`config.mk`:
```
export PLATFORM = sky130hd
export DESIGN_NAME = bbr_back
export DESIGN_NICKNAME = d
export VERILOG_FILES = /design/src/rtl/bbr_pkg.sv /design/src/rtl/bbr_back.sv
export SDC_FILE = /design/constraint.sdc
export NUM_CORES = 2
export LEC_CHECK = 0
export ABC_AREA = 1
export BUFFER_PORTS_ARGS = -buffer_cell sky130_fd_sc_hd__buf_2
export CAP_MARGIN = 15
export CORE_ASPECT_RATIO = 1.2
export CORE_UTILIZATION = 38
export CTS_CLUSTER_DIAMETER = 120
export DETAILED_ROUTE_END_ITERATION = 10
export PLACE_DENSITY = 0.6
export SLEW_MARGIN = 10
export SYNTH_ARGS = -nofsm -noshare
export SYNTH_HDL_FRONTEND = slang
export SYNTH_SLANG_ARGS = --single-unit
```
`constraint.sdc`:
```
create_clock -name clk_i -period 8.2 [get_ports clk_i]
set_input_delay 0.82 -clock clk_i [delete_from_list [all_inputs] [get_ports clk_i]]
set_output_delay 0.82 -clock clk_i [all_outputs]
set_load 0.05 [all_outputs]
```
`src/rtl/bbr_pkg.sv`:
```
// Shared types, constants and the reciprocal table of the 3x3 RGB box blur.
`default_nettype none

package bbr_pkg;

  localparam int unsigned MaxWidthDef  = 2048;
  localparam int unsigned MaxHeightDef = 4096;
  localparam int unsigned QueueDepth   = 4;
  localparam int unsigned QueueAw      = $clog2(QueueDepth);
  localparam int unsigned QueueCw      = $clog2(QueueDepth + 1);
  localparam int unsigned RecipShift   = 16;

  typedef enum logic {
    OP_PIXEL = 1'b0,
    OP_DRAIN = 1'b1
  } opcode_e;

  typedef enum logic {
    REG_WIDTH  = 1'b0,
    REG_HEIGHT = 1'b1
  } reg_idx_e;

  typedef struct packed {
    opcode_e    opcode;
    logic [7:0] red;
    logic [7:0] green;
    logic [7:0] blue;
  } pix_in_t;

  typedef struct packed {
    logic [7:0] red_out;
    logic [7:0] green_out;
    logic [7:0] blue_out;
    logic       frame_last;
  } pix_out_t;

  typedef struct packed {
    logic [7:0] red;
    logic [7:0] green;
    logic [7:0] blue;
  } rgb_t;

  typedef struct packed {
    logic up;
    logic down;
    logic lft;
    logic rgt;
  } nbr_mask_t;

  typedef struct packed {
    rgb_t [8:0] tap;
    logic [3:0] cnt;
    logic       last;
  } win_t;

  function automatic logic [16:0] recip(input logic [3:0] n);
    logic [16:0] m;
    case (n)
      4'd1:    m = 17'd65536;
      4'd2:    m = 17'd32768;
      4'd3:    m = 17'd21845;
      4'd4:    m = 17'd16384;
      4'd6:    m = 17'd10922;
      4'd9:    m = 17'd7281;
      default: m = 17'd65536;
    endcase
    return m;
  endfunction

endpackage

`default_nettype wire

```
`src/rtl/bbr_back.sv`:
```
// Back end: window sums, division by the neighbor count with rounding, output register.
`default_nettype none

module bbr_back
  import bbr_pkg::*;
(
  input  wire logic clk_i,
  input  wire logic rst_ni,
  input  wire logic queue_empty_i,
  input  win_t      queue_data_i,
  output logic      pop_o,
  output logic      out_valid_o,
  input  wire logic out_stall_i,
  output pix_out_t  out_data_o
);

  logic en;

  logic             b1_valid_q;
  logic [2:0][11:0] b1_sum_q, b1_sum_d;
  logic [3:0]       b1_cnt_q;
  logic             b1_last_q;

  logic             b2_valid_q;
  logic [2:0][11:0] b2_sum_q;
  logic [2:0][11:0] b2_q0_q, b2_q0_d;
  logic [3:0]       b2_cnt_q;
  logic             b2_last_q;

  logic             out_valid_q;
  pix_out_t         out_data_q, out_data_d;

  assign en    = !out_valid_q || !out_stall_i;
  assign pop_o = en && !queue_empty_i;

  always_comb begin
    b1_sum_d = '0;
    for (int k = 0; k < 9; k++) begin
      b1_sum_d[0] = b1_sum_d[0] + 12'(queue_data_i.tap[k].red);
      b1_sum_d[1] = b1_sum_d[1] + 12'(queue_data_i.tap[k].green);
      b1_sum_d[2] = b1_sum_d[2] + 12'(queue_data_i.tap[k].blue);
    end
  end

  logic [28:0] prod;

  always_comb begin
    b2_q0_d = '0;
    for (int ch = 0; ch < 3; ch++) begin
      prod        = 29'(b1_sum_q[ch]) * 29'(recip(b1_cnt_q));
      b2_q0_d[ch] = prod[RecipShift +: 12];
    end
  end

  logic [2:0][15:0] rem;
  logic [2:0][11:0] quo;
  logic [15:0]      cnt16;

  always_comb begin
    cnt16 = 16'(b2_cnt_q);
    for (int ch = 0; ch < 3; ch++) begin
      quo[ch] = b2_q0_q[ch];
      rem[ch] = 16'(b2_sum_q[ch]) - 16'(b2_q0_q[ch]) * cnt16;
      if (rem[ch] >= cnt16) begin
        quo[ch] = quo[ch] + 12'd1;
        rem[ch] = rem[ch] - cnt16;
      end
      if (({rem[ch][14:0], 1'b0} > cnt16) ||
          (({rem[ch][14:0], 1'b0} == cnt16) && quo[ch][0])) begin
        quo[ch] = quo[ch] + 12'd1;
      end
    end
    out_data_d.red_out    = quo[0][7:0];
    out_data_d.green_out  = quo[1][7:0];
    out_data_d.blue_out   = quo[2][7:0];
    out_data_d.frame_last = b2_last_q;
  end

  always_ff @(posedge clk_i or negedge rst_ni) begin
    if (!rst_ni) begin
      b1_valid_q  <= 1'b0;
      b2_valid_q  <= 1'b0;
      out_valid_q <= 1'b0;
    end else if (en) begin
      b1_valid_q  <= pop_o;
      b2_valid_q  <= b1_valid_q;
      out_valid_q <= b2_valid_q;
    end
  end

  always_ff @(posedge clk_i) begin
    if (en) begin
      b1_sum_q   <= b1_sum_d;
      b1_cnt_q   <= queue_data_i.cnt;
      b1_last_q  <= queue_data_i.last;
      b2_sum_q   <= b1_sum_q;
      b2_q0_q    <= b2_q0_d;
      b2_cnt_q   <= b1_cnt_q;
      b2_last_q  <= b1_last_q;
      out_data_q <= out_data_d;
    end
  end

  assign out_valid_o = out_valid_q;
  assign out_data_o  = out_data_q;

endmodule

`default_nettype wire

```
==> summary.txt <==
GRT
  • Most used routing layer: met2
  • First-pass GRT wire length: 131.0 mm
  • Gr ovfl total: 0
  • GR Layer Usage met1: 24.71%
  • Gr usage total: 18.43%
  • Pin count of the biggest net entering global routing: 80
  • Met2 Use GR: 31.38%
  • Initial antenna violation count: 7
  • Grt met3 use: 2.427%
  • Vias in the first global route: 26.06k

Drt
  • Iteration-0 DRC Markers: 1244
  • Drt drc: 0
  • Vias after detailed routing: 25.02k
  • Drt pass-1 iters: 6
  • Drt wl/cell: 14.78 um
  • Total wire length: 79.15 mm
  • Detail Route Antenna Nets: 0
  • Vias/cell: 4.672

STA
  • Slew Limit Fails: 0
  • Clock Skew: 0.01594 ns
  • Hold Slack: 0.1131 ns
  • Max Freq: 0.1393 GHz
  • Final Hold Vio Count: 0
  • # setup viols final: 0
  • Tcrit/Tclk final: 87.52%
  • Setup_tns: 0 ns
  • Slew margin rel.: 30.53%
  • Tmin final: 7.177 ns
  • RSZ-0062 raised after global routing: no
  • Worst slew pin tran: 1.042 ns

Yosys
  • EDFF count, synth: 143
  • Synthesis warning total: 0
  • Library cells used by synthesis: 56
  • Synth Instances: 3955
  • Number of synthesized register bits: 146
  • Asr flop ratio synth: 2.055%
  • Syn Std Cell Area: 0.03360 mm^2
  • Syn nets: 5122
  • Top_reg_cell synth: edfxtp_1
  • Share of the yosys chip area belonging to registers: 13.00%
  • Syn avg cell area: 8.496 um^2

Run
  • Maxcap violations: 0

Critical path
  • Reg2reg end: b2_q0_q[32]
  • Crit Path Max Fanout: 31
  • Worst Setup End Kind: flip-flop
  • CP Launch Type: flip-flop
  • Crit. path cell count: 26
  • Worst path slowest cell: fa_1
  • CP most frequent cell: inv_1
  • Worst reg2reg path depth: 26
  • Worst Path Buf+Inv: 8
  • WP data arrival: 7.40 ns
  • Worst path required time: 8.42 ns
  • Kind of critical path: reg2reg
  • CP top delay family: adder cells
  • Largest stage delay on the critical path: 0.55 ns
  • Reg2reg start: b1_cnt_q[1]
  • R2R setup slack: 1.02 ns

Floorplanning
  • Core area: 0.08770 mm^2
  • Starting Density: 38.32%
  • Die Y: 327.8 um
  • Full die area: 0.08963 mm^2
  • Die width: 273.5 um
  • # IOs: 252
  • Row cnt: 119

Clock network
  • Clk sink count: 146
  • Clock transition at path regs: 0.07 ns
  • Root buf cell: clkbuf_16
  • CTS hold repair buffers: 0
  • CTS max path bufs: 2
  • Worst-Skew Late Latency: 0.49 ns
  • CTS Buf Count: 17
  • H-tree Lvls: 4
  • CTS tree: built
  • Total setup buffers inserted after CTS: 0
  • Post-cts resize count: 0

Layout
  • Commonest non-fill, non-tap cell in the layout: inv_1
  • Area of the multi-input gates: 0.02500 mm^2
  • Commonest non-fill, non-tap cells in the layout: 1067 x inv_1, 739 x nand2_1, 615 x fa_1, 327 x ha_1, 297 x nor2_1
  • Share of cells above drive strength 1: 9.655%
  • Nets@finish: 5360
  • Layout fillers: 8761
  • P&R area growth vs syn: 9.789%
  • Register area: 0.004369 mm^2

Place
  • Input/output buffers: 251
  • Detailed Place HPWL: 69.70 mm
  • Gpl congestion: 0.9329

Min path
  • HP Class: in2async

Run status
  • Outcome: complete, no violations
logic make-up after synthesis:
group	synth area share [%]
DFF	13.00
and+or+nand+nor	17.76
adders and majority gates	48.81
buffers and inverters	12.65
AOI/OAI and AO/OA	4.096
muxes	0.05958
xor gates and xnor gates	3.615
flip-flops by register name, summed over array words and instances (netlist names):
register     cells
b1_cnt_q         4
b1_last_q        1
b1_sum_q        36
b1_valid_q       1
b2_cnt_q         4
b2_last_q        1
b2_q0_q         36
b2_sum_q        36
b2_valid_q       1
out_data_o      25
out_valid_o      1
worst reg2reg max path, delay by kind of cell (launching register included):
kind,cells,cell delay [ns]
AOI/OAI and AO/OA,6,1.34
and+or+nand+nor,5,0.73
xor gates and xnor gates,1,0.15
adders and majority gates,6,2.79
buffers and inverters,8,1.48
DFF,1,0.43
cell usage after synthesis, types with 12 or more instances:
cell type | n | area share, %
clkbuf_1 | 37 | 0.41
ha_1 | 327 | 12
a21oi_1 | 121 | 1.8
nand2_1 | 740 | 8.3
o21ai_0 | 67 | 1.0
nand3_2 | 12 | 0.36
nand2_2 | 33 | 0.61
nor2_1 | 297 | 3.3
nand4_1 | 42 | 0.78
nor2_4 | 13 | 0.44
nor2_2 | 14 | 0.26
nand3_1 | 147 | 2.2
xnor2_1 | 26 | 0.68
fa_1 | 615 | 37
inv_1 | 1067 | 12
edfxtp_1 | 143 | 13
xor2_1 | 109 | 2.8
nor3_1 | 16 | 0.24
nand3b_1 | 13 | 0.29
metal layers:
metal  vias to the layer above  wire [um]
met5                         -         28
met4                         4       1412
li1                      12335          -
met3                        90       3407
met2                       551      38150
met1                     12044      36150
cell type report:
| type | count | share of cell area (%) |
|---|---|---|
| antenna | 2 | 0.01357 |
| clock buffer | 17 | 1.153 |
| clock inverter | 14 | 0.6410 |
| inverter | 1070 | 10.89 |
| multi-input combinational | 2687 | 67.75 |
| sequential | 146 | 11.84 |
| tap | 1149 | 3.897 |
| timing repair buffer | 271 | 3.812 |
worst max path at each step:
stage                        to        start  slack [ns]
floorplan            b2_q0_q[9]  b1_cnt_q[0]        2.19
global placement    b2_q0_q[32]  b1_cnt_q[1]        1.34
detailed placement  b2_q0_q[32]  b1_cnt_q[1]        1.16
CTS                 b2_q0_q[32]  b1_cnt_q[1]        1.11
global route        b2_q0_q[32]  b1_cnt_q[1]        0.64
finish              b2_q0_q[32]  b1_cnt_q[1]        1.02
stage by stage:
step	area [um^2]	util, %	cells	setup WS [ns]
2_1_floorplan	33600	-	3955	2.189
3_3_place_gp	36230	41.31	5323	1.339
3_5_place_dp	36230	41.31	5323	1.161
5_1_grt	36890	42.07	5355	0.6371
6_report	36890	42.07	5356	1.023
4_1_cts	36890	42.06	5354	1.109
Power is left out: the tool's default activity adds up to more than one toggle a clock period on the data nets, which glitch-free logic cannot reach.
