**src/rtl/bbr_pkg.sv**
```systemverilog
// Shared types, constants and the reciprocal table of the 3x3 RGB box blur.
`default_nettype none

package bbr_pkg;

  localparam int unsigned MaxWidthDef  = 2048;
  localparam int unsigned MaxHeightDef = 4096;
  localparam int unsigned QueueDepth   = 4;
  localparam int unsigned QueueAw      = $clog2(QueueDepth);
  localparam int unsigned QueueCw      = $clog2(QueueDepth + 1);
  localparam int unsigned RecipShift   = 16;

  typedef enum logic {
    OP_PIXEL = 1'b0,
    OP_DRAIN = 1'b1
  } opcode_e;

  typedef enum logic {
    REG_WIDTH  = 1'b0,
    REG_HEIGHT = 1'b1
  } reg_idx_e;

  typedef struct packed {
    opcode_e    opcode;
    logic [7:0] red;
    logic [7:0] green;
    logic [7:0] blue;
  } pix_in_t;

  typedef struct packed {
    logic [7:0] red_out;
    logic [7:0] green_out;
    logic [7:0] blue_out;
    logic       frame_last;
  } pix_out_t;

  typedef struct packed {
    logic [7:0] red;
    logic [7:0] green;
    logic [7:0] blue;
  } rgb_t;

  typedef struct packed {
    logic up;
    logic down;
    logic lft;
    logic rgt;
  } nbr_mask_t;

  typedef struct packed {
    rgb_t [8:0] tap;
    logic [3:0] cnt;
    logic       last;
  } win_t;

  function automatic logic [16:0] recip(input logic [3:0] n);
    logic [16:0] m;
    case (n)
      4'd1:    m = 17'd65536;
      4'd2:    m = 17'd32768;
      4'd3:    m = 17'd21845;
      4'd4:    m = 17'd16384;
      4'd6:    m = 17'd10922;
      4'd9:    m = 17'd7281;
      default: m = 17'd65536;
    endcase
    return m;
  endfunction

endpackage

`default_nettype wire

```
**src/rtl/bbr_fifo.sv**
```systemverilog
// Short queue of classified windows between the front and the back.
`default_nettype none

module bbr_fifo
  import bbr_pkg::*;
(
  input  wire logic               clk_i,
  input  wire logic               rst_ni,
  input  wire logic               push_i,
  input  win_t                    data_i,
  input  wire logic               pop_i,
  output win_t                    data_o,
  output logic                    empty_o,
  output logic [QueueCw-1:0]      count_o
);

  win_t               mem_q [QueueDepth];
  logic [QueueAw-1:0] wr_ptr_q, wr_ptr_d;
  logic [QueueAw-1:0] rd_ptr_q, rd_ptr_d;
  logic [QueueCw-1:0] count_q, count_d;

  always_comb begin
    wr_ptr_d = wr_ptr_q;
    rd_ptr_d = rd_ptr_q;
    count_d  = count_q;
    if (push_i) begin
      wr_ptr_d = (wr_ptr_q == QueueAw'(QueueDepth - 1)) ? '0 : wr_ptr_q + QueueAw'(1);
    end
    if (pop_i) begin
      rd_ptr_d = (rd_ptr_q == QueueAw'(QueueDepth - 1)) ? '0 : rd_ptr_q + QueueAw'(1);
    end
    if (push_i && !pop_i) begin
      count_d = count_q + QueueCw'(1);
    end else if (!push_i && pop_i) begin
      count_d = count_q - QueueCw'(1);
    end
  end

  always_ff @(posedge clk_i or negedge rst_ni) begin
    if (!rst_ni) begin
      wr_ptr_q <= '0;
      rd_ptr_q <= '0;
      count_q  <= '0;
    end else begin
      wr_ptr_q <= wr_ptr_d;
      rd_ptr_q <= rd_ptr_d;
      count_q  <= count_d;
    end
  end

  always_ff @(posedge clk_i) begin
    if (push_i) begin
      mem_q[wr_ptr_q] <= data_i;
    end
  end

  assign data_o  = mem_q[rd_ptr_q];
  assign empty_o = (count_q == '0);
  assign count_o = count_q;

  a_no_overflow: assert property (@(posedge clk_i) disable iff (!rst_ni)
    push_i |-> (count_q < QueueCw'(QueueDepth)) || pop_i)
    else $error("Window queue written while full.");

  a_no_underflow: assert property (@(posedge clk_i) disable iff (!rst_ni)
    pop_i |-> count_q != '0)
    else $error("Window queue read while empty.");

endmodule

`default_nettype wire

```
**config.mk**
```make
export PLATFORM = sky130hd
export DESIGN_NAME = bbr_fifo
export DESIGN_NICKNAME = d
export VERILOG_FILES = /design/src/rtl/bbr_pkg.sv /design/src/rtl/bbr_fifo.sv
export SDC_FILE = /design/constraint.sdc
export NUM_CORES = 1
export LEC_CHECK = 0
export ABC_AREA = 0
export BUFFER_PORTS_ARGS = -buffer_cell sky130_fd_sc_hd__buf_2
export CORE_UTILIZATION = 55
export CTS_CLUSTER_DIAMETER = 150
export DETAILED_ROUTE_END_ITERATION = 12
export PLACE_DENSITY_LB_ADDON = 0.1
export SLEW_MARGIN = 20
export SYNTH_ARGS = -nofsm -noshare
export SYNTH_HDL_FRONTEND = slang
export SYNTH_SLANG_ARGS = --single-unit
```
**constraint.sdc**
```tcl
create_clock -name clk_i -period 7.6 [get_ports clk_i]
set_input_delay 1.52 -clock clk_i [delete_from_list [all_inputs] [get_ports clk_i]]
set_output_delay 1.52 -clock clk_i [all_outputs]
set_load 0.01 [all_outputs]
```
==> results.md, run 1 <==
* Outcome: finished, final reports clean
* Final cell count without fillers at 2546
* First-pass GRT wire length at 93630 um
* Initial antenna violation count at 21
* CP required at 6.08 ns
* RD Place Congestion at 0.7262
* Slew Limit Fails at 0
* Worst slew margin relative to its limit at 31.56%
* Worst Setup EP: data_o[169]
* Setup violations, final at 0
* CTS tree: done
* Share of cells above drive strength 1 at 45.18%
* Port buffer count at 449
* Sequential share of the synthesized area at 82.51%
* Fin util at 66.35%
* Final wirelength at 63330 um
* Most frequent cells in the layout: edfxtp_1, buf_2, mux4_2, clkbuf_16, mux4_1
* Clk sinks at 891
* # resized after CTS at 0
* Nature of the critical path startpoint: flop
* CTS buffer count at 90
* Flops & latches, synth at 891
* Core ar. at 57920 sq um
* Fmax at 219.1 MHz
* Vias in the first global route at 14996
* Worst setup path class: reg2out
* # Max-Cap Violations at 0
* Most common cell after layout, fill and taps aside: edfxtp_1
* Row cnt at 88
* Fillers at 3817
* Setup Skew at 0.01143 ns
* Dpl ws at 3.650 ns
* Tcrit/Tclk final at 60.06%
* Post-detailed-route count of antenna-violating nets at 0
* GRT Overall Usage at 21.49%
* Worst R2R End: mem_q[2][72]$_DFFE_PP_
* Multi-input combinational cell area at 5284 sq um
* Die area at 59860 sq um
* Arrival time at the worst endpoint at 3.04 ns
* Cells on worst reg2reg path at 4
* Io pins at 450
* Hold-fix buffers, CTS at 0
* Setup bufs post-CTS at 0
* Placed wire-length estimate at 37950 um
* Layout area overhead at 18.65%
* DP Cell Count at 2371
* DRC Markers at 0
* Measured slew at the worst slew-check pin at 1.027 ns
* CP Max Fanout at 106
* Power Dens Cells at 387.7 nW/um^2
* FF+latch area at 26730 sq um
* Drt first-iter violations at 890
* Critical path endpoint category: output port
* Area of all placed cells without fillers at 38430 sq um
* Root buffer cell: clkbuf_16
* Initial Utilization at 55.92%
* Post-synthesis cell count at 1191
* R2r startpoint: wr_ptr_q[0]$_DFFE_PN0P_
* Post-DP Area at 35440 sq um
* Hold Path Class: reg2reg
* GRT overflow at 0
* Largest net degree at the start of global routing at 147
* Worst setup path startpoint: rd_ptr_q[1]$_DFFE_PN0P_
* Clock tree buffer depth at 3
* Hold Fails Final Rpt at 0
* DR vias/cell at 5.649
* Setup repair after global routing missed its margin: no
* Post-Syn Area at 32390 sq um
* Synthesized area per cell at 27.19 sq um
* Fin Setup TNS at 0 ns
* Final min period at 4.565 ns
* H-tree level count at 3
* Ys Warns at 0
* Worst skew pair latency at 0.64 ns
* Leakage at 13.11 nW
* Via count at 14383
* Drt first pass iters at 5
* # nets final at 1931
* Net Count, Synth at 1423
* Wire per inst at 24.88 um
* Clock-pin slew on the worst setup and hold paths at 0.06 ns
* Internal reg-to-reg setup slack at 5.03 ns
* Chip width at 244.7 um
* Die Y at 244.7 um
* Fin worst setup slack at 3.035 ns
* Peak supply drop at 0.3422 mV
* Unique cell type count in the Yosys netlist at 19
## sequential cells by signal (all words and copies together), names as in the netlist
| register | flops |
|---|---|
| count_o | 3 |
| mem_q | 884 |
| rd_ptr_q | 2 |
| wr_ptr_q | 2 |
## cell type report
type / count / share of cell area (%)
Clock buffer: 111 / 6.066
Tap cell: 765 / 2.491
Timing Repair Buffer: 466 / 6.460
Inverter: 4 / 0.03907
Antenna cell: 8 / 0.05210
Clock inverter: 55 / 1.582
Multi-Input combinational cell: 246 / 13.75
Sequential cell: 891 / 69.56
## Yosys cell counts (all sizes together)
master	n	area (sq um)
o21ai	2	10.01
and2	4	25.02
nand2	2	7.510
xnor2	1	8.760
fa	1	20.02
mux4	221	5060
nor2	3	11.26
edfxtp	884	26550
clkbuf	5	18.77
buf	45	357.8
dfrtp	7	175.2
ha	6	75.07
nor3	1	5.000
xor2	2	17.52
inv	4	15.01
mux2	3	33.78
## where the power goes
group          internal (mW)  leakage, nW  switching (mW)
sequential              6.30         8.20           0.238
combinational           1.81         3.49            2.23
clock                   2.54         1.42            1.79
## worst min-delay path by stage
stage                           start                      to  depth (start not counted)
2_1_floorplan  count_o[2]$_DFFE_PN0P_  count_o[2]$_DFFE_PN0P_                          1
3_3_place_gp   count_o[2]$_DFFE_PN0P_  count_o[2]$_DFFE_PN0P_                          1
3_5_place_dp   count_o[2]$_DFFE_PN0P_  count_o[2]$_DFFE_PN0P_                          1
4_1_cts        count_o[2]$_DFFE_PN0P_  count_o[2]$_DFFE_PN0P_                          1
5_1_grt        count_o[2]$_DFFE_PN0P_  count_o[2]$_DFFE_PN0P_                          1
6_report       count_o[2]$_DFFE_PN0P_  count_o[2]$_DFFE_PN0P_                          1
## worst max-delay path, stage by stage, from the launching register on
cell     delay (ns)
dfrtp_4        1.08
buf_12         0.55
mux4_2         0.42
buf_2          0.16
## layer usage
metal	part of all wire, %	up-vias	GRT usage, %
met1	38	7529	27.66
met4	2.4	28	6.379
met3	8.3	120	7.730
met5	0.30	-	0
met2	51	448	34.67
li1	-	6258	-
## logic make-up after synthesis
kind of cell | after synthesis | share of synthesized area, %
AOI/OAI and AO/OA | 2 | 0.03091
xor gates and xnor gates | 3 | 0.08115
adders and majority gates | 7 | 0.2936
buffers and inverters | 54 | 1.209
DFF | 891 | 82.51
muxes | 224 | 15.73
and+or+nand+nor | 10 | 0.1507
## per-stage QoR
stage	power, mW	hold slack (ns)
2_1_floorplan	9.386	0.5226
3_3_place_gp	10.72	0.4934
3_5_place_dp	10.77	0.4921
4_1_cts	15.11	0.5064
5_1_grt	15.52	0.5125
6_report	14.90	0.5031
(Power assumes the default switching activity.)
==> inputs of run 2 (changes only) <==
clock period = 4.7 ns   (was 7.6 ns; I/O delays follow)
==> run 2 against run 1 <==
Against the previous run: sequential power increased by 61%; first-iteration DRC count decreased by 1.3%; critical path depth unchanged; register-to-register slack got worse by 2.6 ns; flip-flop and latch count unchanged; setup slack got worse by 1.9 ns; via count increased by 0.10%; utilization increased by 0.074 points; critical endpoint is now data_o[109]; largest power group unchanged.
==> results.md, run 2 (synthesis gave the netlist of run 1 again) <==
* Initial Utilization at 55.92%
* Fmax at 277.1 MHz
* Most frequent cells in the layout: edfxtp_1, buf_2, mux4_2, clkbuf_16
* Internal power at 17.02 mW
* First-pass GRT wire length at 94670 um
* Layout area overhead at 18.78%
* DR WL met3 at 4746 um
* Setup repair after global routing missed its margin: no
* Nature of the critical path startpoint: flop
* CP required at 3.76 ns
* Die area at 59860 sq um
* Tcrit/Tclk final at 76.77%
* Sw frac at 28.75%
* Peak supply drop at 0.5487 mV
* DR top layer: met5
* DRC Markers at 0
* Final wirelength at 64100 um
* Row cnt at 88
* Metal2 WL at 32100 um
* Initial antenna violation count at 20
* CP Max Fanout at 34
* Setup Skew at 0.01544 ns
* # Max-Cap Violations at 0
* Arrival time at the worst endpoint at 2.67 ns
* Biggest register: mem_q
* Power Dens Cells at 620.8 nW/um^2
* Hold slack at 0.1454 ns
* Fin Setup TNS at 0 ns
* Worst skew pair latency at 0.63 ns
* Worst slew margin relative to its limit at 38.04%
* Vias in the first global route at 15304
* CTS tree: done
* Max FFs per register at 884
* # resized after CTS at 0
* Root buffer cell: clkbuf_16
* Dpl ws at 1.662 ns
* Most common cell after layout, fill and taps aside: edfxtp_1
* Chip width at 244.7 um
* Hold Path Class: in2async
* Drt first-iter violations at 878
* Leakage at 13.16 nW
* Placed wire-length estimate at 39850 um
* Clock-pin slew on the worst setup and hold paths at 0.06 ns
* Final min period at 3.608 ns
* H-tree level count at 3
* Seq pwr share at 44.2%
* Slew Limit Fails at 0
* Io pins at 450
* Core ar. at 57920 sq um
* Fin worst setup slack at 1.092 ns
* Wire per inst at 25.03 um
* Share of cells above drive strength 1 at 45.66%
* Measured slew at the worst slew-check pin at 0.9293 ns
* Comb pwr share at 28.1%
* Setup bufs post-CTS at 0
* Fillers at 3801
* Outcome: finished, final reports clean
* GRT Overall Usage at 21.71%
* Clock tree buffer depth at 3
* Port buffer count at 449
* Setup violations, final at 0
* Post-detailed-route count of antenna-violating nets at 0
* Critical path endpoint category: output port
* GRT overflow at 0
* Via count at 14398
* Largest net degree at the start of global routing at 77
* Worst setup path class: reg2out
* Hold Fails Final Rpt at 0
* Switching power at 6.864 mW
* DR vias/cell at 5.622
* RD Place Congestion at 0.7448
* Clk sinks at 891
* Clk pwr share at 27.7%
* Hold-fix buffers, CTS at 0
* Drt first pass iters at 5
* CTS buffer count at 88
* # nets final at 1946
* Die Y at 244.7 um
* Wl on met1 at 25380 um
==> run 2: cell types whose count changed in the layout (fill, tap and decap cells not counted), sizes merged <==
cell      before  now
clkinvlp       4    2
clkinv        37   39
bufinv        10    5
buf          466  483
diode          8    9
clkbuf       111  113
==> run 2: layer usage <==
metal / track usage [%] / vias up
li1: - / 6297
met3: 6.670 / 125
met2: 34.79 / 445
met5: 0 / -
met1: 28.84 / 7505
met4: 6.820 / 26
==> run 2: worst paths after layout <==
check | cells after the start | start | slack (ns) | endpoint
worst max-delay path | 3 | rd_ptr_q[0]$_DFFE_PN0P_ | 1.09 | data_o[109]
worst min-delay path | 1 | rst_ni | 0.15 | count_o[2]$_DFFE_PN0P_
worst max register to register | 4 | wr_ptr_q[0]$_DFFE_PN0P_ | 2.46 | mem_q[0][126]$_DFFE_PP_
worst min register to register | 1 | count_o[2]$_DFFE_PN0P_ | 0.50 | count_o[2]$_DFFE_PN0P_
max in group asynchronous | 1 | rst_ni | 4.36 | rd_ptr_q[0]$_DFFE_PN0P_
min in group clk_i | 1 | count_o[2]$_DFFE_PN0P_ | 0.50 | count_o[2]$_DFFE_PN0P_
==> run 2: power groups by stage <==
| stage | clock network, mW | registers, mW | logic [mW] |
|---|---|---|---|
| final | 6.62 | 10.5 | 6.71 |
| after CTS | 6.77 | 10.6 | 6.90 |
| after detailed placement | 0 | 10.7 | 6.87 |
| after floorplan | 0 | 10.6 | 4.36 |
| after global placement | 0 | 10.6 | 6.87 |
| after global routing | 7.06 | 10.7 | 7.17 |
==> run 2: area by class of cell <==
type | count | area (sq um) | area share, %
Tap cell | 765 | 957.2 | 2.488
Multi-Input combinational cell | 246 | 5284 | 13.74
Inverter | 4 | 15.01 | 0.03903
Clock inverter | 50 | 409.1 | 1.064
Antenna cell | 9 | 22.52 | 0.05855
Timing Repair Buffer | 483 | 2715 | 7.058
Clock buffer | 113 | 2337 | 6.076
Sequential cell | 891 | 26730 | 69.48
==> run 2: per-stage QoR <==
stage,power (mW),cells,utilization [%],cell area [sq um]
2_1_floorplan,15.00,1191,-,32390
3_3_place_gp,17.52,2389,61.64,35700
3_5_place_dp,17.60,2389,61.64,35700
4_1_cts,24.24,2552,66.38,38450
5_1_grt,24.88,2557,66.40,38460
6_report,23.88,2561,66.42,38470
==> run 2: critical path, stage by stage, from the launching register on <==
cell and delay, ns:
dfrtp_4 0.83, buf_12 0.35, mux4_1 0.63, buf_2 0.16
